### src/wsd_pkg.sv
// ----------------------------------------------------------------------------
// wsd_pkg
// Shared types and codes for the WebSocket frame deframer.
// ----------------------------------------------------------------------------
package wsd_pkg;

  localparam logic [1:0] LINK_BYTE   = 2'd0;
  localparam logic [1:0] LINK_CLOSED = 2'd1;
  localparam logic [1:0] LINK_FAULT  = 2'd2;

  localparam logic [1:0] KIND_HEADER  = 2'd0;
  localparam logic [1:0] KIND_PAYLOAD = 2'd1;
  localparam logic [1:0] KIND_EMPTY   = 2'd2;
  localparam logic [1:0] KIND_ERROR   = 2'd3;

  localparam logic [3:0] ERR_NONE        = 4'd0;
  localparam logic [3:0] ERR_RSV         = 4'd1;
  localparam logic [3:0] ERR_FRAG_CTRL   = 4'd2;
  localparam logic [3:0] ERR_IN_FRAGMENT = 4'd3;
  localparam logic [3:0] ERR_NO_START    = 4'd4;
  localparam logic [3:0] ERR_UNMASKED    = 4'd5;
  localparam logic [3:0] ERR_CTRL_LONG   = 4'd6;
  localparam logic [3:0] ERR_RSV_OPCODE  = 4'd7;
  localparam logic [3:0] ERR_CLOSED      = 4'd8;
  localparam logic [3:0] ERR_FAULT       = 4'd9;

  localparam logic [7:0] RSV_BITS    = 8'h70;
  localparam logic [7:0] OPCODE_BITS = 8'h0f;
  localparam logic [7:0] TOP_BIT     = 8'h80;

  localparam logic [6:0] LEN_MAX_SHORT = 7'd125;
  localparam logic [6:0] LEN_EXT16     = 7'd126;

  localparam logic [2:0] REG_SERVER_MODE = 3'd0;

  // queue entry handed from front to back
  typedef struct packed {
    logic [1:0] link;
    logic [7:0] data;
  } wsd_item_t;

  typedef struct packed {
    logic      valid;
    wsd_item_t item;
  } wsd_queue_t;

  typedef struct packed {
    logic       stopped;
    logic [2:0] phase;
  } wsd_status_t;

endpackage

### src/wsd_if.sv
// ----------------------------------------------------------------------------
// wsd_if
// Valid/ready channels for received bytes and for deframer results.
// ----------------------------------------------------------------------------
interface wsd_in_if;
  logic       valid;
  logic       ready;
  logic [7:0] byte_in;
  logic [1:0] link_status;
  modport source (output valid, output byte_in, output link_status, input ready);
  modport sink (input valid, input byte_in, input link_status, output ready);
endinterface

interface wsd_out_if;
  logic       valid;
  logic       ready;
  logic [1:0] kind;
  logic [7:0] payload_byte;
  logic [3:0] frame_opcode;
  logic       frame_fin;
  logic       last_of_frame;
  logic [3:0] error_code;
  modport source (output valid, output kind, output payload_byte, output frame_opcode,
                  output frame_fin, output last_of_frame, output error_code, input ready);
  modport sink (input valid, input kind, input payload_byte, input frame_opcode,
                input frame_fin, input last_of_frame, input error_code, output ready);
endinterface

### src/wsd_front.sv
// ----------------------------------------------------------------------------
// wsd_front
// Accept bytes, fold link status into byte/closed/fault, queue two deep.
// ----------------------------------------------------------------------------
module wsd_front import wsd_pkg::*; (
  input  logic       clk,
  input  logic       rst,
  input  logic       in_valid,
  output logic       in_ready,
  input  logic [7:0] in_byte,
  input  logic [1:0] in_link,
  output wsd_queue_t q,
  input  logic       q_pop
);

  wsd_item_t  mem [2];
  logic       wr_ptr;
  logic       rd_ptr;
  logic [1:0] count;
  logic       push;
  wsd_item_t  cls;

  // link status three counts as a read fault
  always_comb begin
    cls.data = in_byte;
    case (in_link)
      LINK_BYTE:   cls.link = LINK_BYTE;
      LINK_CLOSED: cls.link = LINK_CLOSED;
      default:     cls.link = LINK_FAULT;
    endcase
  end

  assign in_ready = (count != 2'd2);
  assign push     = in_valid && in_ready;
  assign q.valid  = (count != 2'd0);
  assign q.item   = mem[rd_ptr];

  always_ff @(posedge clk) begin
    if (push) begin
      mem[wr_ptr] <= cls;
    end
  end

  always_ff @(posedge clk) begin
    if (rst) begin
      wr_ptr <= 1'b0;
      rd_ptr <= 1'b0;
      count  <= 2'd0;
    end else begin
      if (push) wr_ptr <= ~wr_ptr;
      if (q_pop) rd_ptr <= ~rd_ptr;
      count <= count + {1'b0, push} - {1'b0, q_pop};
    end
  end

endmodule

### src/wsd_back.sv
// ----------------------------------------------------------------------------
// wsd_back
// Frame parser: walk header, length, key and payload; register the result.
// ----------------------------------------------------------------------------
module wsd_back import wsd_pkg::*; (
  input  logic        clk,
  input  logic        rst,
  input  logic        server_mode,
  input  wsd_queue_t  q,
  output logic        q_pop,
  output logic        out_valid,
  input  logic        out_ready,
  output logic [1:0]  out_kind,
  output logic [7:0]  out_payload,
  output logic [3:0]  out_opcode,
  output logic        out_fin,
  output logic        out_last,
  output logic [3:0]  out_code,
  output wsd_status_t status
);

  localparam logic [2:0] PH_HEADER  = 3'd0;
  localparam logic [2:0] PH_LEN     = 3'd1;
  localparam logic [2:0] PH_EXT     = 3'd2;
  localparam logic [2:0] PH_MASK    = 3'd3;
  localparam logic [2:0] PH_PAYLOAD = 3'd4;

  logic [2:0]  phase, phase_next;
  logic        fin, fin_next;
  logic [3:0]  cur_op, cur_op_next;
  logic [3:0]  frag_op, frag_op_next;
  logic [63:0] rem, rem_next;
  logic [3:0]  ebl, ebl_next;
  logic [31:0] mkey, mkey_next;
  logic [1:0]  midx, midx_next;
  logic        stopped, stopped_next;

  logic        emit;
  logic [1:0]  r_kind;
  logic [7:0]  r_pay;
  logic        r_last;
  logic [3:0]  r_code;
  logic        ldone;
  logic [7:0]  b;
  logic [3:0]  op;
  logic [6:0]  len;
  logic [7:0]  kbyte;

  assign q_pop  = q.valid && (!out_valid || out_ready);
  assign b      = q.item.data;
  assign op     = b[3:0] & OPCODE_BITS[3:0];
  assign len    = b[6:0];
  assign status = '{stopped: stopped, phase: phase};

  always_comb begin
    case (midx)
      2'd0:    kbyte = mkey[31:24];
      2'd1:    kbyte = mkey[23:16];
      2'd2:    kbyte = mkey[15:8];
      default: kbyte = mkey[7:0];
    endcase
  end

  always_comb begin
    phase_next   = phase;
    fin_next     = fin;
    cur_op_next  = cur_op;
    frag_op_next = frag_op;
    rem_next     = rem;
    ebl_next     = ebl;
    mkey_next    = mkey;
    midx_next    = midx;
    stopped_next = stopped;
    emit   = 1'b0;
    r_kind = KIND_HEADER;
    r_pay  = 8'd0;
    r_last = 1'b0;
    r_code = ERR_NONE;
    ldone  = 1'b0;
    if (q_pop && !stopped) begin
      emit = 1'b1;
      if (q.item.link == LINK_CLOSED) begin
        r_kind = KIND_ERROR;
        r_code = ERR_CLOSED;
      end else if (q.item.link != LINK_BYTE) begin
        r_kind = KIND_ERROR;
        r_code = ERR_FAULT;
      end else begin
        case (phase)
          PH_LEN: begin
            if (((b & TOP_BIT) == 8'd0) && server_mode) begin
              r_kind = KIND_ERROR;
              r_code = ERR_UNMASKED;
            end else if (len > LEN_MAX_SHORT && cur_op[3]) begin
              r_kind = KIND_ERROR;
              r_code = ERR_CTRL_LONG;
            end else if (cur_op inside {[4'd3:4'd7], [4'd11:4'd15]}) begin
              r_kind = KIND_ERROR;
              r_code = ERR_RSV_OPCODE;
            end else if (len <= LEN_MAX_SHORT) begin
              rem_next = {57'd0, len};
              ldone    = 1'b1;
            end else begin
              rem_next   = 64'd0;
              ebl_next   = (len == LEN_EXT16) ? 4'd2 : 4'd8;
              phase_next = PH_EXT;
            end
          end
          PH_EXT: begin
            rem_next = {rem[55:0], b};
            ebl_next = ebl - 4'd1;
            if (ebl_next == 4'd0) ldone = 1'b1;
          end
          PH_MASK: begin
            mkey_next = {mkey[23:0], b};
            ebl_next  = ebl - 4'd1;
            if (ebl_next == 4'd0) begin
              if (rem != 64'd0) begin
                phase_next = PH_PAYLOAD;
                midx_next  = 2'd0;
              end else begin
                phase_next = PH_HEADER;
                r_kind     = KIND_EMPTY;
                r_last     = 1'b1;
              end
            end
          end
          PH_PAYLOAD: begin
            r_kind    = KIND_PAYLOAD;
            r_pay     = server_mode ? (b ^ kbyte) : b;
            midx_next = midx + 2'd1;
            rem_next  = rem - 64'd1;
            r_last    = (rem_next == 64'd0);
            if (r_last) phase_next = PH_HEADER;
          end
          default: begin
            fin_next = b[7];
            if ((b & RSV_BITS) != 8'd0) begin
              r_kind = KIND_ERROR;
              r_code = ERR_RSV;
            end else if (!fin_next && op[3]) begin
              r_kind = KIND_ERROR;
              r_code = ERR_FRAG_CTRL;
            end else if (op != 4'd0) begin
              if (frag_op != 4'd0 && (!fin_next || !op[3])) begin
                r_kind = KIND_ERROR;
                r_code = ERR_IN_FRAGMENT;
              end else begin
                if (!fin_next) frag_op_next = op;
                cur_op_next = op;
                phase_next  = PH_LEN;
              end
            end else if (frag_op == 4'd0) begin
              r_kind = KIND_ERROR;
              r_code = ERR_NO_START;
            end else begin
              cur_op_next = frag_op;
              if (fin_next) frag_op_next = 4'd0;
              phase_next = PH_LEN;
            end
          end
        endcase
      end
      // length known: read the key, start payload, or finish an empty frame
      if (ldone) begin
        if (server_mode) begin
          phase_next = PH_MASK;
          ebl_next   = 4'd4;
        end else if (rem_next != 64'd0) begin
          phase_next = PH_PAYLOAD;
          midx_next  = 2'd0;
        end else begin
          phase_next = PH_HEADER;
          r_kind     = KIND_EMPTY;
          r_last     = 1'b1;
        end
      end
      if (r_kind == KIND_ERROR) stopped_next = 1'b1;
    end
  end

  always_ff @(posedge clk) begin
    if (rst) begin
      phase     <= PH_HEADER;
      fin       <= 1'b0;
      cur_op    <= 4'd0;
      frag_op   <= 4'd0;
      rem       <= 64'd0;
      ebl       <= 4'd0;
      mkey      <= 32'd0;
      midx      <= 2'd0;
      stopped   <= 1'b0;
      out_valid <= 1'b0;
    end else begin
      phase   <= phase_next;
      fin     <= fin_next;
      cur_op  <= cur_op_next;
      frag_op <= frag_op_next;
      rem     <= rem_next;
      ebl     <= ebl_next;
      mkey    <= mkey_next;
      midx    <= midx_next;
      stopped <= stopped_next;
      if (emit) out_valid <= 1'b1;
      else if (out_ready) out_valid <= 1'b0;
    end
  end

  always_ff @(posedge clk) begin
    if (emit) begin
      out_kind    <= r_kind;
      out_payload <= r_pay;
      out_opcode  <= cur_op_next;
      out_fin     <= fin_next;
      out_last    <= r_last;
      out_code    <= r_code;
    end
  end

endmodule

### src/websocket_frame_deframer_core.sv
// ----------------------------------------------------------------------------
// websocket_frame_deframer_core
// Receive-side WebSocket frame parser with APB configuration.
// ----------------------------------------------------------------------------
// Feed received bytes one per transaction; every byte yields one result
// transaction (header byte, payload byte, empty frame done, or error) until the
// first error, after which bytes are still taken but produce nothing. The block
// sustains one byte per clock while the receiver takes each result: a byte is
// written into the two-entry queue at the edge that accepts it, and the parser
// step then loads its result into the output register. The throughput is set
// by the combinational parser step, whose widest path is the 64-bit length
// decrement and zero test. Set server_mode at address 0 while idle.
module websocket_frame_deframer_core import wsd_pkg::*; (
  input  logic          clk,
  input  logic          rst,
  wsd_in_if.sink        in_ch,
  wsd_out_if.source     out_ch,
  input  logic          psel,
  input  logic          penable,
  input  logic          pwrite,
  input  logic [2:0]    paddr,
  input  logic [31:0]   pwdata,
  output logic [31:0]   prdata,
  output logic          pready
);

  logic        server_mode;
  wsd_queue_t  q;
  logic        q_pop;
  wsd_status_t status;

  // Register file: one bit, written on the access phase.
  assign pready = 1'b1;
  assign prdata = (paddr == REG_SERVER_MODE) ? {31'd0, server_mode} : 32'd0;

  always_ff @(posedge clk) begin
    if (rst) begin
      server_mode <= 1'b0;
    end else if (psel && penable && pwrite && paddr == REG_SERVER_MODE) begin
      server_mode <= pwdata[0];
    end
  end

  // Front: take each transaction and hold it in the queue.
  wsd_front u_front (
    .clk      (clk),
    .rst      (rst),
    .in_valid (in_ch.valid),
    .in_ready (in_ch.ready),
    .in_byte  (in_ch.byte_in),
    .in_link  (in_ch.link_status),
    .q        (q),
    .q_pop    (q_pop)
  );

  // Back: advance the frame state and drive the result register.
  wsd_back u_back (
    .clk         (clk),
    .rst         (rst),
    .server_mode (server_mode),
    .q           (q),
    .q_pop       (q_pop),
    .out_valid   (out_ch.valid),
    .out_ready   (out_ch.ready),
    .out_kind    (out_ch.kind),
    .out_payload (out_ch.payload_byte),
    .out_opcode  (out_ch.frame_opcode),
    .out_fin     (out_ch.frame_fin),
    .out_last    (out_ch.last_of_frame),
    .out_code    (out_ch.error_code),
    .status      (status)
  );

`ifndef SYNTH
  // Once stopped, stay stopped.
  a_stop_sticky: assert property (@(posedge clk) disable iff (rst)
    status.stopped |=> status.stopped)
    else $error("deframer left the stopped state");

  // An error result always carries a nonzero code.
  a_err_code: assert property (@(posedge clk) disable iff (rst)
    out_ch.valid && out_ch.kind == KIND_ERROR |-> out_ch.error_code != ERR_NONE)
    else $error("error result without code");

  // No new result appears once stopped.
  a_no_emit_stopped: assert property (@(posedge clk) disable iff (rst)
    $past(status.stopped) && status.stopped && !$past(out_ch.valid) |-> !out_ch.valid)
    else $error("result after stop");

  // A stop is always announced by an error result.
  a_stop_reported: assert property (@(posedge clk) disable iff (rst)
    $rose(status.stopped) |-> out_ch.valid && out_ch.kind == KIND_ERROR)
    else $error("stop without error result");
`endif

endmodule

### src/flat_wrapper.sv
// flat-port wrapper written by rule: the top's interface ports become plain ports
module websocket_frame_deframer_core_flat import wsd_pkg::*;
  (clk, rst, psel, penable, pwrite, paddr, pwdata, prdata, pready, in_ch_valid, in_ch_byte_in, in_ch_link_status, in_ch_ready, out_ch_valid, out_ch_kind, out_ch_payload_byte, out_ch_frame_opcode, out_ch_frame_fin, out_ch_last_of_frame, out_ch_error_code, out_ch_ready);
  wsd_in_if in_ch_i ();
  wsd_out_if out_ch_i ();
  input  logic clk;
  input  logic rst;
  input  logic psel;
  input  logic penable;
  input  logic pwrite;
  input  logic [2:0] paddr;
  input  logic [31:0] pwdata;
  output logic [31:0] prdata;
  output logic pready;
  input wire logic [$bits(in_ch_i.valid)-1:0] in_ch_valid;
  input wire logic [$bits(in_ch_i.byte_in)-1:0] in_ch_byte_in;
  input wire logic [$bits(in_ch_i.link_status)-1:0] in_ch_link_status;
  output wire logic [$bits(in_ch_i.ready)-1:0] in_ch_ready;
  output wire logic [$bits(out_ch_i.valid)-1:0] out_ch_valid;
  output wire logic [$bits(out_ch_i.kind)-1:0] out_ch_kind;
  output wire logic [$bits(out_ch_i.payload_byte)-1:0] out_ch_payload_byte;
  output wire logic [$bits(out_ch_i.frame_opcode)-1:0] out_ch_frame_opcode;
  output wire logic [$bits(out_ch_i.frame_fin)-1:0] out_ch_frame_fin;
  output wire logic [$bits(out_ch_i.last_of_frame)-1:0] out_ch_last_of_frame;
  output wire logic [$bits(out_ch_i.error_code)-1:0] out_ch_error_code;
  input wire logic [$bits(out_ch_i.ready)-1:0] out_ch_ready;
  assign in_ch_i.valid = in_ch_valid;
  assign in_ch_i.byte_in = in_ch_byte_in;
  assign in_ch_i.link_status = in_ch_link_status;
  assign in_ch_ready = in_ch_i.ready;
  assign out_ch_valid = out_ch_i.valid;
  assign out_ch_kind = out_ch_i.kind;
  assign out_ch_payload_byte = out_ch_i.payload_byte;
  assign out_ch_frame_opcode = out_ch_i.frame_opcode;
  assign out_ch_frame_fin = out_ch_i.frame_fin;
  assign out_ch_last_of_frame = out_ch_i.last_of_frame;
  assign out_ch_error_code = out_ch_i.error_code;
  assign out_ch_i.ready = out_ch_ready;
  websocket_frame_deframer_core u_core (.clk(clk), .rst(rst), .in_ch(in_ch_i), .out_ch(out_ch_i), .psel(psel), .penable(penable), .pwrite(pwrite), .paddr(paddr), .pwdata(pwdata), .prdata(prdata), .pready(pready));
endmodule
### config.mk
export PLATFORM = sky130hd
export DESIGN_NAME = websocket_frame_deframer_core_flat
export DESIGN_NICKNAME = d
export VERILOG_FILES = /design/src/wsd_pkg.sv /design/src/wsd_if.sv /design/src/wsd_front.sv /design/src/wsd_back.sv /design/src/websocket_frame_deframer_core.sv /design/src/flat_wrapper.sv
export SDC_FILE = /design/constraint.sdc
export NUM_CORES = 1
export LEC_CHECK = 0
export BUFFER_PORTS_ARGS = -buffer_cell sky130_fd_sc_hd__buf_2
export CORE_MARGIN = 1.5
export CORE_UTILIZATION = 30
export CTS_CLUSTER_SIZE = 40
export DETAILED_ROUTE_END_ITERATION = 10
export PLACE_DENSITY = 0.45
export SETUP_SLACK_MARGIN = 0.1
export SLEW_MARGIN = 20
export SYNTH_ARGS = -nofsm -noshare
export SYNTH_HDL_FRONTEND = slang
export SYNTH_HIERARCHICAL = 1
export SYNTH_SLANG_ARGS = --single-unit
### constraint.sdc
create_clock -name clk -period 4.05 [get_ports clk]
set_input_delay 0.6075 -clock clk [delete_from_list [all_inputs] [get_ports clk]]
set_output_delay 0.6075 -clock clk [all_outputs]
set_load 0.02 [all_outputs]
## Yosys cells after proc, flatten, opt, wreduce, memory -nomap -nowiden

Memory sizes are Yosys's and may differ from the RTL's. A register that Yosys moved wholly into a read port is not among the register bits.
Index checks and enable logic that the tools add are counted.

| operators by class | value |
|---|---|
| add/sub/neg operators | 5 |
| $lt $le $gt $ge | 6 |
| eq/ne operators | 27 |
| multiplexer cells | 118 |
| bitwise logic cells | 10 |
| reductions and logical operators | 45 |

Operators with widths:

| kind | number |
|---|---|
| 64-bit 2-to-1 mux | 6 |
| 64-bit one-hot mux with 3 select lines | 1 |
| 64-bit nonzero test | 2 |
| 4-bit 2-to-1 mux | 28 |
| 64-bit zero test | 1 |
| 64-bit by 1-bit subtractor with 64-bit output (second input constant) | 1 |
| 3-bit 2-to-1 mux | 21 |
| 2-bit 2-to-1 mux | 24 |
| 1-bit 2-to-1 mux | 27 |
| 8-bit one-hot mux with 3 select lines | 1 |
| 3-bit inequality test (second input constant) | 6 |
| 4-bit one-hot mux with 2 select lines | 2 |
| 14-bit AND reduction | 1 |
| 1-bit logical AND | 12 |
| 6-bit by 2-bit inequality test with 1-bit output (second input constant) | 2 |
| 3-bit one-hot mux with 4 select lines | 1 |
| 2-bit inequality test (second input constant) | 5 |
| 5-bit by 1-bit inequality test with 1-bit output (second input constant) | 2 |
| 10-bit AND reduction | 1 |
| 2-bit nonzero test | 5 |
| 1-bit inverter | 9 |
| 4-bit zero test | 2 |
| 8-bit zero test | 1 |
| 8-bit 2-to-1 mux | 1 |
| 33 further kinds | 49 |

| word-level totals | value |
|---|---|
| bits in registers | 141 |
| memory bits (writable) | 20 |
| input bits | 52 |
| output and inout port bits | 55 |
| word-level logic and storage cells | 234 |
| memories kept | 1 |

Memory list:

| name | depth | width | rd ports | clocked after Yosys merged registers in | wr ports | line | source |
|---|---|---|---|---|---|---|---|
| u_core.u_front.mem | 2 | 10 | 1 | 1 | 1 | wsd_front.sv:16 | `wsd_item_t mem [2];` |

## Logic depth before layout (Yosys ltp)

| logic depth | value |
|---|---|
| word-level depth | 17 |
| gate-level depth with buffers | 16 |
| depth with buffers taken out | 12 |

## By module

The synthesis kept the hierarchy.

By module, submodules not included:

| module | times used | cells each | area an instance (um^2) | sequential area each (um^2) |
|---|---|---|---|---|
| wsd_back | 1 | 1373 | 10013.4 | 2922.8 |
| wsd_front | 1 | 61 | 987.2 | 700.7 |
| websocket_frame_deframer_core | 1 | 41 | 314.1 | 20.0 |

## Worst setup path after synthesis

OpenSTA, ideal clock, no wires.

| timing path | value |
|---|---|
| path type | reg2reg |
| from | register u_core.u_back.rem[0] |
| to | register u_core.u_back.out_kind[1], data pin |
| library setup time | 0.146 ns |
| arrival time | 4.181 ns |
| required time | 3.904 ns |
| path slack | -0.277 ns |
| stages on the path, launching flop included | 14 |
| buffers on the path | 1 |
| period minus slack after synthesis | 4.327 ns |
| cells stage by stage | dfxtp_1 clkbuf_1 inv_1 ha_1 nor3b_2 nand4_1 or4_4 nand3_2 nand3_2 or4b_1 or4_1 or4_1 or4_1 a21oi_1 |

| between the ends | value |
|---|---|
| word-level cells in the longest chain between the ends | 12 |
| elaborated cells on any way between the ends | 19 |
| those cells by class | add/sub: 1; mux: 16; reduce/logical: 2 |

RTL lines:

| element | line | source |
|---|---|---|
| start: declaration | wsd_back.sv:32 | `logic [63:0] rem, rem_next;` |
| start signal: assignment | wsd_back.sv:199 | `rem <= rem_next;` |
| parallel branches: the longest is 10 deep, another holds 64-bit by 1-bit subtractor with 64-bit output | n/a |  |
| 2-bit 2-to-1 mux * | wsd_back.sv:165 | `if (ldone) begin` |
| 2-bit 2-to-1 mux * | wsd_back.sv:80 | `if (q_pop && !stopped) begin` |
| end signal: assignment | wsd_back.sv:211 | `out_kind <= r_kind;` |
| end: declaration | wsd_back.sv:13 | `output logic [1:0] out_kind,` |

Mark *: on every way between the ends. The select of a mux whose other input is x is not followed.
A chain may end at the register's enable or synchronous reset.

## Final worst setup path

| timing path | value |
|---|---|
| from | register u_core.u_back.rem[2] |
| to | register u_core.u_back.out_last, data pin |

| between the ends | value |
|---|---|
| word-level cells in the longest chain between the ends | 11 |
| elaborated cells on any way between the ends | 19 |
| those cells by class | add/sub: 1; mux: 15; reduce/logical: 3 |

RTL lines:

| element | line | source |
|---|---|---|
| parallel branches: the longest is 10 deep, another holds 64-bit by 1-bit subtractor with 64-bit output | n/a |  |
| 1-bit 2-to-1 mux * | wsd_back.sv:165 |  |
| end signal: assignment | wsd_back.sv:215 | `out_last <= r_last;` |
| end: declaration | wsd_back.sv:17 | `output logic out_last,` |

Marked as above.

==> summary.txt <==
Worst setup path
  • R2R Setup Slk: -120 ps
  • WP buf/inv: 2
  • CP required: between 4000 and 5000 ps
  • Crit path max-delay cell type: or4_4
  • Setup crit start kind: flip-flop
  • Critical R2R Launch: u_core/u_back/rem[2]$_SDFFE_PP0P_
  • Critical-path maximum fanout: 11
  • Family with the most delay on the worst path: simple AND/OR/NAND/NOR gates
  • Max incr delay on CP: roughly 580 ps
  • Worst setup path start: u_core/u_back/rem[2]$_SDFFE_PP0P_
  • Critical Path Most Common Cell: or4_4
  • CP Class: flip-flop to flip-flop
  • Critical path endpoint category: flip-flop
  • CP Cell Sequence: buf_4 -> or4_4 -> buf_4 -> or3_1 -> a31oi_2 -> and3b_1 -> nand4_1 -> or4_4 -> or4_4 -> or4_4 -> a21oi_2
  • Critical Path AT: approximately 4500 ps

Clocking
  • CTS hold repair buffers: 0
  • Reg clk slew, reported paths: approximately 90 ps
  • Clock Root Buffer: clkbuf_16
  • Clk sinks: approximately 160
  • Total CTS buffers: 17
  • TritonCTS clock tree: yes
  • Skew-Pair Late Insertion Delay: 470 ps
  • Htree depth: 4
  • Clock tree buffer depth: 2

STA
  • Worst hold margin: ~340 ps
  • Final setup margin: -116.3 ps
  • Final Slew Violations: 0
  • Final setup fails: 2
  • Slew headroom: 0.4593
  • Unrepaired setup endpoints after global routing: true
  • Period minus WS final: ~4200 ps
  • Fin. Hold Viols: 0
  • Worst slew pin tran: approximately 800 ps
  • Clock skew: 23.08 ps
  • Period utilisation layout: 1.029
  • Maximum clock rate: ~240 MHz

Detailed routing
  • Routed Antenna Nets: 0
  • Top routing layer used: met4
  • Via/cell ratio: between 5 and 6
  • Vias: approximately 13000
  • Remaining DRCs: 0
  • Routed wire per std cell: between 20 and 25 µm
  • First-pass iteration count of the detailed router: 6
  • Met3 wire length: between 3 and 4 mm
  • Post-Route M1 WL: 24.32 mm
  • Iteration-0 DRC count of the detailed router: around 1300
  • Final wirelength: between 50 and 60 mm
  • Met2 WL: 25.51 mm

Place
  • Detail Placement HPWL: 43.19 mm
  • # port buffers: 43
  • Placed cells: ~2300
  • GPL Wtd Cong: 1.001

Die
  • Initial Util: 0.3067
  • # rows: 70
  • DIE AREA: 38860 µm²
  • Top Ports: about 110
  • Die width: ~200 µm
  • Core area: approximately 37000 µm²
  • Die Ht: between 150 and 200 µm

Finish
  • Share of layout cells above drive strength 1: 0.3307
  • Area Overhead vs Synth: 37.69%
  • Fin util: 0.4222
  • Layout Nets: between 1500 and 2000
  • Fin cells: 2310

Min path
  • HP Class: primary input to flip-flop
  • HP Start: in_ch_byte_in[7]

Pwr
  • Peak VDD IR: 0.4043 mV
  • Pwr dens: ~900 nW/µm²
  • Leakage: 0.006216 µW

Synth
  • Gate Count Post-Synth: ~1500
  • Synthesized cell area: roughly 11000 µm²
  • Synthesized area per cell: 7.671 µm²
  • Synth warn: 6

Run
  • Max Cap Viol: 0

Global routing
  • Largest net degree at the start of global routing: 57
  • Antenna violations before repair: 0
  • Vias in the first global route: roughly 13000
  • GRT Resource Usage Total: 0.2881
  • Residual overflow from global routing: 0
  • Global-route wire length before repair: 82.06 mm

Run status
  • Status: finished, violations left
  • Failing checks: negative setup slack
==> path summary, 6_finish.rpt <==
kind / end / cells past startpoint
worst max-delay path: u_core/u_back/out_last$_SDFFCE_PN0P_ / 11
worst min-delay path: u_core/u_front/mem[0][7]$_DFFE_PP_ / 1
worst min register to register: u_core/u_back/mkey[27]$_SDFFE_PP0P_ / 2
worst max register to register: u_core/u_back/out_last$_SDFFCE_PN0P_ / 11
==> layer usage <==
layer / GRT usage / vias to the layer above
li1: - / 6057
met1: 0.3682 / 6357
met2: 0.4663 / 585
met4: 0.1309 / 0
met3: 0.05942 / 129
met5: 0 / -
==> per-stage QoR <==
stage               TNS, ps  total power, µW  setup WS, ps  area, µm²
finish               -226.5            14330        -116.3      15570
global route         -580.7            14960        -206.7      15570
CTS                  -115.9            13990        -58.50      15490
detailed placement    -2551            11710        -600.4      14440
global placement      -2246            11800        -527.5      14440
floorplan            -14.09             6823        -14.09      11530
==> layout by cell type, fill, tap and decap left out, drive strengths merged, types with 12 or more instances in the layout <==
cell      n
nor3     61
a21oi   110
nand2   168
nand2b   14
o211ai   15
nor2    153
dfxtp   122
a221oi   16
inv      35
xor2     22
or3      18
conb     32
edfxtp   40
nand4    43
nor4     51
o21ai    65
nand3    41
buf     437
a22o     16
a211oi   39
a22oi    12
xnor2    27
o31ai    14
clkbuf   17
or4      32
a31oi    15
==> layout make-up <==
class,count,area [µm²]
fill,3825,21300
multi-input combinational,1145,7302
sequential,162,3650
timing repair buffer,437,3252
tap,504,630.6
clock buffer,17,425.4
clock inverter,15,191.4
inverter,29,115.1
antenna,1,2.502
==> power by group <==
part           switching, µW  internal [µW]  total [µW]
Combinational           5960           4300       10300
Clock                    834            941        1770
Sequential               252           2040        2300
Total                   7040           7290       14300
==> what timing repair did <==
item / in CTS / in global routing
gates cloned: 0 / 0
setup buffers: 17 / 1
pin swaps: 21 / 5
setup endpoints to repair: 7 / 7
resized for setup: 75 / 15
hold endpoints to repair: 0 / 0
==> sequential cells by signal, summed over array words and instances, names as in the netlist, 3 cells and up, named ones only <==
| name | count |
|---|---|
| u_core/u_back/cur_op | 4 |
| u_core/u_back/ebl | 4 |
| u_core/u_back/frag_op | 4 |
| u_core/u_back/mkey | 32 |
| u_core/u_back/out_code | 4 |
| u_core/u_back/out_opcode | 4 |
| u_core/u_back/out_payload | 8 |
| u_core/u_back/phase | 3 |
| u_core/u_back/rem | 64 |
| u_core/u_front/mem | 20 |
(Power assumes the default switching activity.)
